**src/rtl/lss_pkg.sv**
```systemverilog
package lss_pkg;

   localparam int DEPTH_DEFAULT = 64;
   localparam int DATA_W        = 32;
   localparam int OP_W          = 3;
   localparam int STATUS_W      = 2;
   localparam int ENTRY_COUNT_W = 7;

   typedef enum logic [OP_W-1:0] {
      OP_PUSH       = 3'd0,
      OP_POP        = 3'd1,
      OP_PEEK       = 3'd2,
      OP_FETCH      = 3'd3,
      OP_UPDATE     = 3'd4,
      OP_CLEAR      = 3'd5,
      OP_INS_BOTTOM = 3'd6,
      OP_DEL_BOTTOM = 3'd7
   } lss_op_type;

   typedef enum logic [STATUS_W-1:0] {
      STATUS_OK        = 2'd0,
      STATUS_EMPTY     = 2'd1,
      STATUS_NOT_FOUND = 2'd2,
      STATUS_FULL      = 2'd3
   } lss_status_type;

endpackage

```
**src/rtl/lss_ram.sv**
```systemverilog
module lss_ram import lss_pkg::*; #(
   parameter int DEPTH = DEPTH_DEFAULT,
   parameter int AW    = $clog2(DEPTH)
) (
   input  logic              clock,
   input  logic              wr_en,
   input  logic [AW-1:0]     wr_addr,
   input  logic [DATA_W-1:0] wr_data,
   input  logic [AW-1:0]     rd_addr,
   output logic [DATA_W-1:0] rd_data
);

   logic [DATA_W-1:0] mem [DEPTH];
   logic [DATA_W-1:0] rd_data_ff;

   // one write port, one registered read port
   always_ff @(posedge clock) begin
      if (wr_en) begin
         mem[wr_addr] <= wr_data;
      end
      rd_data_ff <= mem[rd_addr];
   end

   assign rd_data = rd_data_ff;

endmodule

```
**src/rtl/lifo_stack_with_search.sv**
```systemverilog
// lifo_stack_with_search: bounded lifo of signed 32-bit words with search
//
// request channel (req_valid/req_ready): req_type selects push, pop, peek,
// fetch, update, clear, insert at bottom or delete at bottom; req_data_value
// is the word to store or to look for, req_new_value the replacement word.
// result channel (rsp_valid/rsp_ready): exactly one result per request with
// status, found flag, top word (zero when empty), entry count and empty flag.
//
// a request is registered, then executed once the output register is free; a
// pop that leaves entries reads the new top back from memory first, and fetch
// and update read one entry per cycle from the top down through the single
// read port. a new request is taken only once the previous result is in the
// output register; the words live in one single-port-read memory and the top
// word is cached in a register.
// reset clears the count and the top pointer; the memory is not cleared.
// when the receiver stalls the result stays in the output register; the next
// request is still taken and then holds before it touches the stack.
module lifo_stack_with_search import lss_pkg::*; #(
   parameter int DEPTH = DEPTH_DEFAULT
) (
   input  logic                            clock,
   input  logic                            reset,
   input  logic                            req_valid,
   output logic                            req_ready,
   input  logic [OP_W-1:0]                 req_type,
   input  logic signed [DATA_W-1:0]        req_data_value,
   input  logic signed [DATA_W-1:0]        req_new_value,
   output logic                            rsp_valid,
   input  logic                            rsp_ready,
   output logic [STATUS_W-1:0]             rsp_status,
   output logic                            rsp_found,
   output logic signed [DATA_W-1:0]        rsp_top_value,
   output logic [ENTRY_COUNT_W-1:0]        rsp_entry_count,
   output logic                            rsp_is_empty
);

   localparam int AW = $clog2(DEPTH);
   localparam int CW = $clog2(DEPTH + 1);

   typedef enum logic [1:0] {
      ST_IDLE,
      ST_EXEC,
      ST_POP_WAIT,
      ST_SCAN
   } state_type;

   // control state
   state_type state_ff, state_in;
   logic              rsp_valid_ff;
   logic [CW-1:0]     count_ff, count_in;
   logic [AW-1:0]     top_ff, top_in;
   logic              chk_valid_ff, chk_valid_in;

   // payload
   lss_op_type        op_ff;
   logic [DATA_W-1:0] op_data_ff;
   logic [DATA_W-1:0] op_new_ff;
   logic [DATA_W-1:0] top_val_ff, top_val_in;
   logic [AW-1:0]     scan_ptr_ff, scan_ptr_in;
   logic [CW-1:0]     scan_left_ff, scan_left_in;
   logic [AW-1:0]     chk_addr_ff, chk_addr_in;

   logic [STATUS_W-1:0]      rsp_status_ff;
   logic                     rsp_found_ff;
   logic [DATA_W-1:0]        rsp_top_value_ff;
   logic [ENTRY_COUNT_W-1:0] rsp_entry_count_ff;
   logic                     rsp_is_empty_ff;

   // memory port
   logic              wr_en;
   logic [AW-1:0]     wr_addr;
   logic [DATA_W-1:0] wr_data;
   logic [AW-1:0]     rd_addr;
   logic [DATA_W-1:0] rd_data;

   // combinational helpers
   logic              full;
   logic              empty;
   logic              out_free;
   logic              match;
   logic              emit;
   lss_status_type    status;
   logic              found;
   logic [AW-1:0]     top_inc;
   logic [AW-1:0]     top_dec;
   logic [AW-1:0]     scan_dec;
   logic [CW:0]       top_wide;
   logic [CW:0]       count_wide;
   logic [AW-1:0]     bottom_slot;

   lss_ram #(
      .DEPTH (DEPTH),
      .AW    (AW)
   ) u_ram (
      .clock   (clock),
      .wr_en   (wr_en),
      .wr_addr (wr_addr),
      .wr_data (wr_data),
      .rd_addr (rd_addr),
      .rd_data (rd_data)
   );

   assign full     = (count_ff == CW'(DEPTH));
   assign empty    = (count_ff == '0);
   assign out_free = !rsp_valid_ff || rsp_ready;
   assign match    = chk_valid_ff && (rd_data == op_data_ff);

   // ring pointer steps with wrap at DEPTH
   assign top_inc  = (top_ff == AW'(DEPTH - 1)) ? '0 : top_ff + 1'b1;
   assign top_dec  = (top_ff == '0) ? AW'(DEPTH - 1) : top_ff - 1'b1;
   assign scan_dec = (scan_ptr_ff == '0) ? AW'(DEPTH - 1) : scan_ptr_ff - 1'b1;

   // free slot just under the bottom entry: top - count, wrapped
   assign top_wide    = (CW + 1)'(top_ff);
   assign count_wide  = (CW + 1)'(count_ff);
   assign bottom_slot = (top_wide >= count_wide)
                      ? AW'(top_wide - count_wide)
                      : AW'(top_wide + (CW + 1)'(DEPTH) - count_wide);

   always_comb begin
      state_in     = state_ff;
      count_in     = count_ff;
      top_in       = top_ff;
      top_val_in   = top_val_ff;
      scan_ptr_in  = scan_ptr_ff;
      scan_left_in = scan_left_ff;
      chk_valid_in = 1'b0;
      chk_addr_in  = chk_addr_ff;
      emit         = 1'b0;
      status       = STATUS_OK;
      found        = 1'b0;
      wr_en        = 1'b0;
      wr_addr      = top_ff;
      wr_data      = op_data_ff;
      rd_addr      = top_dec;

      unique case (state_ff)
         ST_IDLE: begin
            if (req_valid) begin
               state_in = ST_EXEC;
            end
         end

         // stack is touched only once the output register can take the result
         ST_EXEC: begin
            if (out_free) begin
               unique case (op_ff)
                  OP_PUSH: begin
                     if (full) begin
                        status = STATUS_FULL;
                     end else begin
                        wr_en      = 1'b1;
                        wr_addr    = empty ? top_ff : top_inc;
                        top_in     = wr_addr;
                        top_val_in = op_data_ff;
                        count_in   = count_ff + 1'b1;
                     end
                     emit = 1'b1;
                  end
                  OP_POP: begin
                     if (empty) begin
                        status = STATUS_EMPTY;
                        emit   = 1'b1;
                     end else begin
                        count_in = count_ff - 1'b1;
                        if (count_ff == CW'(1)) begin
                           emit = 1'b1;
                        end else begin
                           // new top comes back from memory next cycle
                           top_in   = top_dec;
                           state_in = ST_POP_WAIT;
                        end
                     end
                  end
                  OP_PEEK: begin
                     if (empty) begin
                        status = STATUS_EMPTY;
                     end
                     emit = 1'b1;
                  end
                  OP_FETCH, OP_UPDATE: begin
                     if (empty) begin
                        status = STATUS_EMPTY;
                        emit   = 1'b1;
                     end else begin
                        scan_ptr_in  = top_ff;
                        scan_left_in = count_ff;
                        state_in     = ST_SCAN;
                     end
                  end
                  OP_CLEAR: begin
                     count_in = '0;
                     emit     = 1'b1;
                  end
                  OP_INS_BOTTOM: begin
                     if (full) begin
                        status = STATUS_FULL;
                     end else begin
                        wr_en   = 1'b1;
                        wr_addr = empty ? top_ff : bottom_slot;
                        if (empty) begin
                           top_val_in = op_data_ff;
                        end
                        count_in = count_ff + 1'b1;
                     end
                     emit = 1'b1;
                  end
                  OP_DEL_BOTTOM: begin
                     if (empty) begin
                        status = STATUS_EMPTY;
                     end else begin
                        count_in = count_ff - 1'b1;
                     end
                     emit = 1'b1;
                  end
                  default: begin
                     emit = 1'b1;
                  end
               endcase
            end
         end

         ST_POP_WAIT: begin
            top_val_in = rd_data;
            emit       = 1'b1;
         end

         // one read issued and one compare done per cycle, top down
         ST_SCAN: begin
            rd_addr = scan_ptr_ff;
            if (match) begin
               found = 1'b1;
               emit  = 1'b1;
               if (op_ff == OP_UPDATE) begin
                  wr_en   = 1'b1;
                  wr_addr = chk_addr_ff;
                  wr_data = op_new_ff;
                  if (chk_addr_ff == top_ff) begin
                     top_val_in = op_new_ff;
                  end
               end
            end else if (scan_left_ff != '0) begin
               chk_valid_in = 1'b1;
               chk_addr_in  = scan_ptr_ff;
               scan_ptr_in  = scan_dec;
               scan_left_in = scan_left_ff - 1'b1;
            end else begin
               status = STATUS_NOT_FOUND;
               emit   = 1'b1;
            end
         end

         default: begin
            state_in = ST_IDLE;
         end
      endcase

      if (emit) begin
         state_in = ST_IDLE;
      end
   end

   always_ff @(posedge clock) begin
      if (reset) begin
         state_ff     <= ST_IDLE;
         rsp_valid_ff <= 1'b0;
         count_ff     <= '0;
         top_ff       <= '0;
         chk_valid_ff <= 1'b0;
      end else begin
         state_ff     <= state_in;
         count_ff     <= count_in;
         top_ff       <= top_in;
         chk_valid_ff <= chk_valid_in;
         top_val_ff   <= top_val_in;
         scan_ptr_ff  <= scan_ptr_in;
         scan_left_ff <= scan_left_in;
         chk_addr_ff  <= chk_addr_in;

         // capture the request on transfer
         if (req_valid && req_ready) begin
            op_ff      <= lss_op_type'(req_type);
            op_data_ff <= req_data_value;
            op_new_ff  <= req_new_value;
         end

         // output register
         if (emit) begin
            rsp_valid_ff       <= 1'b1;
            rsp_status_ff      <= status;
            rsp_found_ff       <= found;
            rsp_top_value_ff   <= (count_in == '0) ? '0 : top_val_in;
            rsp_entry_count_ff <= ENTRY_COUNT_W'(count_in);
            rsp_is_empty_ff    <= (count_in == '0);
         end else if (rsp_ready) begin
            rsp_valid_ff <= 1'b0;
         end
      end
   end

   assign req_ready       = (state_ff == ST_IDLE);
   assign rsp_valid       = rsp_valid_ff;
   assign rsp_status      = rsp_status_ff;
   assign rsp_found       = rsp_found_ff;
   assign rsp_top_value   = rsp_top_value_ff;
   assign rsp_entry_count = rsp_entry_count_ff;
   assign rsp_is_empty    = rsp_is_empty_ff;

   // count never passes the ring size
   a_count_bound: assert property (@(posedge clock) disable iff (reset)
      count_ff <= CW'(DEPTH))
      else $error("entry count beyond depth");

   // one request at a time: a transfer closes the request side
   a_one_in_flight: assert property (@(posedge clock) disable iff (reset)
      (req_valid && req_ready) |=> !req_ready)
      else $error("request taken while busy");

   // an empty stack reports a zero top word
   a_empty_top_zero: assert property (@(posedge clock) disable iff (reset)
      (rsp_valid && rsp_is_empty) |-> (rsp_top_value == '0))
      else $error("nonzero top on empty stack");

   // a match always comes with an ok status
   a_found_ok: assert property (@(posedge clock) disable iff (reset)
      (rsp_valid && rsp_found) |-> (rsp_status == STATUS_OK))
      else $error("found flag with error status");

endmodule

```
**config.mk**
```make
export PLATFORM = sky130hd
export DESIGN_NAME = lifo_stack_with_search
export DESIGN_NICKNAME = d
export VERILOG_FILES = /design/src/rtl/lss_pkg.sv /design/src/rtl/lss_ram.sv /design/src/rtl/lifo_stack_with_search.sv
export SDC_FILE = /design/constraint.sdc
export NUM_CORES = 2
export LEC_CHECK = 0
export BUFFER_PORTS_ARGS = -buffer_cell sky130_fd_sc_hd__clkbuf_2
export CAP_MARGIN = 20
export CORE_ASPECT_RATIO = 1.25
export CORE_MARGIN = 2
export CORE_UTILIZATION = 33
export DETAILED_ROUTE_END_ITERATION = 10
export PLACE_DENSITY = 0.51
export SLEW_MARGIN = 25
export SYNTH_ARGS = -nofsm -noshare
export SYNTH_HDL_FRONTEND = slang
export SYNTH_SLANG_ARGS = --single-unit
```
**constraint.sdc**
```tcl
create_clock -name clock -period 12.15 [get_ports clock]
set_input_delay 1.215 -clock clock [delete_from_list [all_inputs] [get_ports clock]]
set_output_delay 1.215 -clock clock [all_outputs]
set_load 0.005 [all_outputs]
```
==> report_table.html <==
<table>
<tr><th>Metric</th><th>Value</th></tr>
<tr><th colspan="2">Outcome</th></tr>
<tr><td>Status</td><td>finished, final reports clean</td></tr>
<tr><th colspan="2">Yosys</th></tr>
<tr><td>Yosys reg bits</td><td>2258</td></tr>
<tr><td>Yosys warning total</td><td>0</td></tr>
<tr><td>Area contributors post-synth</td><td>edfxtp_1 74%, mux4_2 5.3%, nand2_1 2.8%, mux2i_1 1.8%, a211oi_1 1.2%</td></tr>
<tr><td>Number of synthesized flops with an enable pin</td><td>2209</td></tr>
<tr><td>Part of the Yosys area used for sequential elements</td><td>0.748</td></tr>
<tr><td>Share of synthesized flip-flops with an asynchronous set or reset</td><td>0</td></tr>
<tr><td>Share of Yosys cell area claimed by the top area cell type</td><td>0.737</td></tr>
<tr><td>Number of distinct library cells after synthesis</td><td>97</td></tr>
<tr><td>Synthesized Nets</td><td>5565</td></tr>
<tr><td>Synthesized area divided by synthesized cell count</td><td>16.4 um^2</td></tr>
<tr><td>Cell area after synthesis</td><td>90000 um^2</td></tr>
<tr><td>Most instantiated library cell after synthesis</td><td>edfxtp_1</td></tr>
<tr><td>Largest area contributor in the netlist</td><td>edfxtp_1</td></tr>
<tr><td>Post-Synthesis Cells</td><td>5480</td></tr>
<tr><td>Dominant synthesized flop cell</td><td>edfxtp_1</td></tr>
<tr><td>Most used standard cells in the synthesized netlist</td><td>2209 x edfxtp_1, 676 x nand2_1, 227 x clkbuf_1</td></tr>
<tr><th colspan="2">Final layout</th></tr>
<tr><td>Number of nets in the layout</td><td>about 5700</td></tr>
<tr><td>Area growth syn-to-layout</td><td>13.6%</td></tr>
<tr><td>Footprint of the multi-input gates</td><td>between 20000 and 25000 um^2</td></tr>
<tr><td>Filler cell count</td><td>25200</td></tr>
<tr><td>Post-Route Utilization</td><td>0.377</td></tr>
<tr><td>Area taken by flip-flops and latches</td><td>67300 um^2</td></tr>
<tr><td>Fraction of final layout cells with drive strength greater than 1</td><td>0.176</td></tr>
<tr><th colspan="2">Timing</th></tr>
<tr><td>Transition time at the pin with the least slew margin</td><td>1110 ps</td></tr>
<tr><td>Max Slew Vio Count</td><td>0</td></tr>
<tr><td>Slew Limit Headroom</td><td>0.259</td></tr>
<tr><td>Total of endpoints with negative setup slack in the final report</td><td>0</td></tr>
<tr><td>Count of endpoints failing hold in the final timing report</td><td>0</td></tr>
<tr><td>Final worst path period need</td><td>6050 ps</td></tr>
<tr><td>Hold Worst Slack</td><td>around 520 ps</td></tr>
<tr><td>Achievable Freq</td><td>165 MHz</td></tr>
<tr><td>Clk_skew</td><td>50.5 ps</td></tr>
<tr><td>Minimum setup slack in the final design</td><td>6100 ps</td></tr>
<tr><td>Unrepaired setup endpoints after global routing</td><td>no</td></tr>
<tr><td>Final period utilization</td><td>0.498</td></tr>
<tr><td>Setup TNS Final</td><td>0 ps</td></tr>
<tr><th colspan="2">Clock tree</th></tr>
<tr><td>Clock tree from TritonCTS</td><td>done</td></tr>
<tr><td>Clock slew at the register clock pins of the worst setup and hold paths</td><td>60 ps</td></tr>
<tr><td>Buffer type at the clock tree root</td><td>clkbuf_16</td></tr>
<tr><td>Post-CTS Hold Fix Bufs</td><td>0</td></tr>
<tr><td>Number of cells upsized or downsized after cts</td><td>0</td></tr>
<tr><td>CTS Sinks</td><td>2258</td></tr>
<tr><td>Buffer levels on the longest clock path</td><td>4</td></tr>
<tr><td>Buffers inserted during post-CTS setup optimization</td><td>0</td></tr>
<tr><td>Clock buffer count from CTS</td><td>218</td></tr>
<tr><td>H-tree Lvls</td><td>4</td></tr>
<tr><td>Clock latency on the worst-skew pair</td><td>880 ps</td></tr>
<tr><th colspan="2">Route</th></tr>
<tr><td>M1 WL</td><td>about 110 mm</td></tr>
<tr><td>DRC marker count from the first detailed-route iteration</td><td>~5000</td></tr>
<tr><td>DRC viols</td><td>0</td></tr>
<tr><td>Top layer used by detailed routing</td><td>met4</td></tr>
<tr><td>Avg WL per Cell</td><td>28.5 um</td></tr>
<tr><td>Routed vias/inst</td><td>5.55</td></tr>
<tr><td>Residual antenna-violating net count after detailed routing</td><td>0</td></tr>
<tr><td>Number of detailed-route iterations in the first pass</td><td>6</td></tr>
<tr><td>Routed wire length on met2</td><td>~140 mm</td></tr>
<tr><td>Routed length on met3</td><td>14.0 mm</td></tr>
<tr><td>Via count</td><td>51800</td></tr>
<tr><td>Final WL</td><td>266 mm</td></tr>
<tr><th colspan="2">Floorplan</th></tr>
<tr><td>Die Ht</td><td>588 um</td></tr>
<tr><td>Area of the core</td><td>272000 um^2</td></tr>
<tr><td>Die area</td><td>277000 um^2</td></tr>
<tr><td>FP Rows</td><td>~210</td></tr>
<tr><td>I/O pins</td><td>116</td></tr>
<tr><td>Die Width</td><td>471 um</td></tr>
<tr><td>Initial standard-cell utilization of the core</td><td>0.331</td></tr>
<tr><th colspan="2">Worst setup path</th></tr>
<tr><td>Signal arrival time at the worst endpoint</td><td>6750 ps</td></tr>
<tr><td>Worst setup startpoint</td><td>top_ff[1]</td></tr>
<tr><td>Worst reg2reg path endpoint</td><td>u_ram.rd_data[18]</td></tr>
<tr><td>Type of element capturing the critical path</td><td>flop</td></tr>
<tr><td>Crit path required time</td><td>about 13000 ps</td></tr>
<tr><td>Slack of the worst reg-to-reg path</td><td>6100 ps</td></tr>
<tr><td>Startpoint-to-endpoint class of the critical path</td><td>flop to flop</td></tr>
<tr><td>R2r startpoint</td><td>top_ff[1]</td></tr>
<tr><td>Critical-path maximum fanout</td><td>87</td></tr>
<tr><td>Critical path startpoint category</td><td>flop</td></tr>
<tr><td>Cell count of the worst reg-to-reg path</td><td>13</td></tr>
<tr><th colspan="2">Pwr</th></tr>
<tr><td>Relative contribution of sequential cells to total power</td><td>0.548</td></tr>
<tr><td>Worst IR Drop VDD</td><td>0.000114 V</td></tr>
<tr><td>Power share of the combinational group</td><td>0.028</td></tr>
<tr><td>Net switching component of the power</td><td>3.26 mW</td></tr>
<tr><td>Power Density</td><td>154 nW/um^2</td></tr>
<tr><td>Total power consumption of the routed design</td><td>~16 mW</td></tr>
<tr><td>Clock power frac</td><td>0.424</td></tr>
<tr><td>Internal</td><td>12.5 mW</td></tr>
<tr><td>Leakage component of the power</td><td>32.9 nW</td></tr>
<tr><td>Net switching share of the total power</td><td>0.207</td></tr>
<tr><th colspan="2">GRT</th></tr>
<tr><td>Via count of the first global-routing pass</td><td>about 52000</td></tr>
<tr><td>Total global-route track usage</td><td>0.187</td></tr>
<tr><td>Remaining global-route overflow</td><td>0</td></tr>
<tr><td>Pin count of the biggest net entering global routing</td><td>138</td></tr>
<tr><td>Global-route wire length before repair</td><td>382 mm</td></tr>
<tr><td>Number of antenna violations at the first check in global routing</td><td>4</td></tr>
<tr><th colspan="2">Placed design</th></tr>
<tr><td>Pre-CTS setup slack</td><td>6000 ps</td></tr>
<tr><td>Half-perimeter wire length after detailed placement</td><td>149 mm</td></tr>
<tr><td>Placer Congestion</td><td>0.840</td></tr>
<tr><td>Port bufs</td><td>115</td></tr>
<tr><th colspan="2">Job</th></tr>
<tr><td>Max cap viols</td><td>0</td></tr>
<tr><th colspan="2">Hold path</th></tr>
<tr><td>Hold WC Path Type</td><td>input pin to flop</td></tr>
<tr><td>Worst hold path stage count</td><td>1</td></tr>
<tr><td>Hold path startpoint</td><td>req_new_value[11]</td></tr>
<tr><td>Endpoint of the worst hold path</td><td>op_new_ff[11]</td></tr>
</table>
==> area by class of cell <==
type,instances,share of cell area
flip-flops and latches,2258,0.658
multi-input cells,2804,0.211
clock buffers,278,0.0565
well taps,3564,0.0436
repair buffers,285,0.0191
clock inverters,111,0.0104
inverters,27,0.000991
diodes,6,0.000147
==> power groups by stage <==
stage / logic, mW / clock network, mW / registers, mW
after floorplan: 0.256 / 0 / 8.76
after global placement: 0.432 / 0 / 8.78
after detailed placement: 0.440 / 0 / 8.78
after CTS: 0.442 / 6.81 / 8.61
after global routing: 0.475 / 7.09 / 8.61
final: 0.441 / 6.68 / 8.62
==> cells in the final DEF, fill, tap and decap left out, types with 25 or more instances in the layout <==
cell type,n
and3_1,146
a21oi_1,180
o21ai_0,156
o221ai_1,36
a311oi_1,25
a211oi_1,145
clkinv_2,32
xnor2_1,49
a32oi_1,28
clkinv_1,47
nand3_1,83
dfxtp_1,47
buf_4,162
edfxtp_1,2209
inv_1,25
o22a_1,32
o22ai_1,95
a22o_1,29
nand2_2,29
a31oi_1,134
nor2_1,48
nor3_1,35
o221a_2,54
nand2_1,639
o211ai_1,32
nor3_2,34
clkbuf_1,53
o32ai_1,26
clkbuf_16,220
mux4_2,213
clkbuf_2,115
mux2i_1,158
a22oi_1,122
==> metal layers <==
metal  up-vias  global-route usage
met2      1777               0.328
met5         -                   0
li1      22200                   -
met4         0              0.0579
met3       405              0.0212
met1     27500               0.243
==> kinds of logic after synthesis <==
logic type / Yosys count / share of synthesized area
fa+ha+maj: 14 / 0.00203
simple gates: 1183 / 0.0627
buf+inv: 418 / 0.0197
mux: 373 / 0.0711
xor+xnor: 56 / 0.00545
compound gates: 1178 / 0.0909
flops: 2258 / 0.748
==> sequential cells by signal, summed over array words and instances (netlist names), 2 cells and up <==
name / flops
u_ram.mem: 2048
op_data_ff: 32
op_new_ff: 32
rsp_top_value: 32
top_val_ff: 32
u_ram.rd_data: 32
count_ff: 7
rsp_entry_count: 7
scan_left_ff: 7
chk_addr_ff: 6
scan_ptr_ff: 6
top_ff: 6
op_ff: 3
rsp_status: 2
state_ff: 2
==> metrics by stage <==
stage / instances / cell area, um^2
global placement: 8938 / 95400
CTS: 9327 / 102000
finish: 9333 / 102000
floorplan: 5480 / 90000
global route: 9328 / 102000
detailed placement: 8938 / 95400
==> how the worst max path moves through the flow <==
stage | end | slack (ps) | depth (start not counted)
6_report | u_ram.rd_data[18] | 6100 | 13
5_1_grt | u_ram.rd_data[13] | 5700 | 11
4_1_cts | u_ram.rd_data[2] | 6010 | 11
3_5_place_dp | u_ram.rd_data[2] | 6000 | 11
3_3_place_gp | u_ram.rd_data[18] | 6150 | 11
2_1_floorplan | u_ram.mem[32][0] | 5490 | 9
==> worst max-delay path, stage by stage (launching register included) <==
cell and delay [ps]:
dfxtp_1 490, inv_1 190, ha_1 310, nor3b_2 460, o311ai_2 280, o21ai_4 260, buf_4 580, buf_4 610
buf_12 490, buf_4 660, mux4_2 410, o221a_2 340, a21oi_1 420, nand3_1 150
Power figures use the tool's default switching activity.
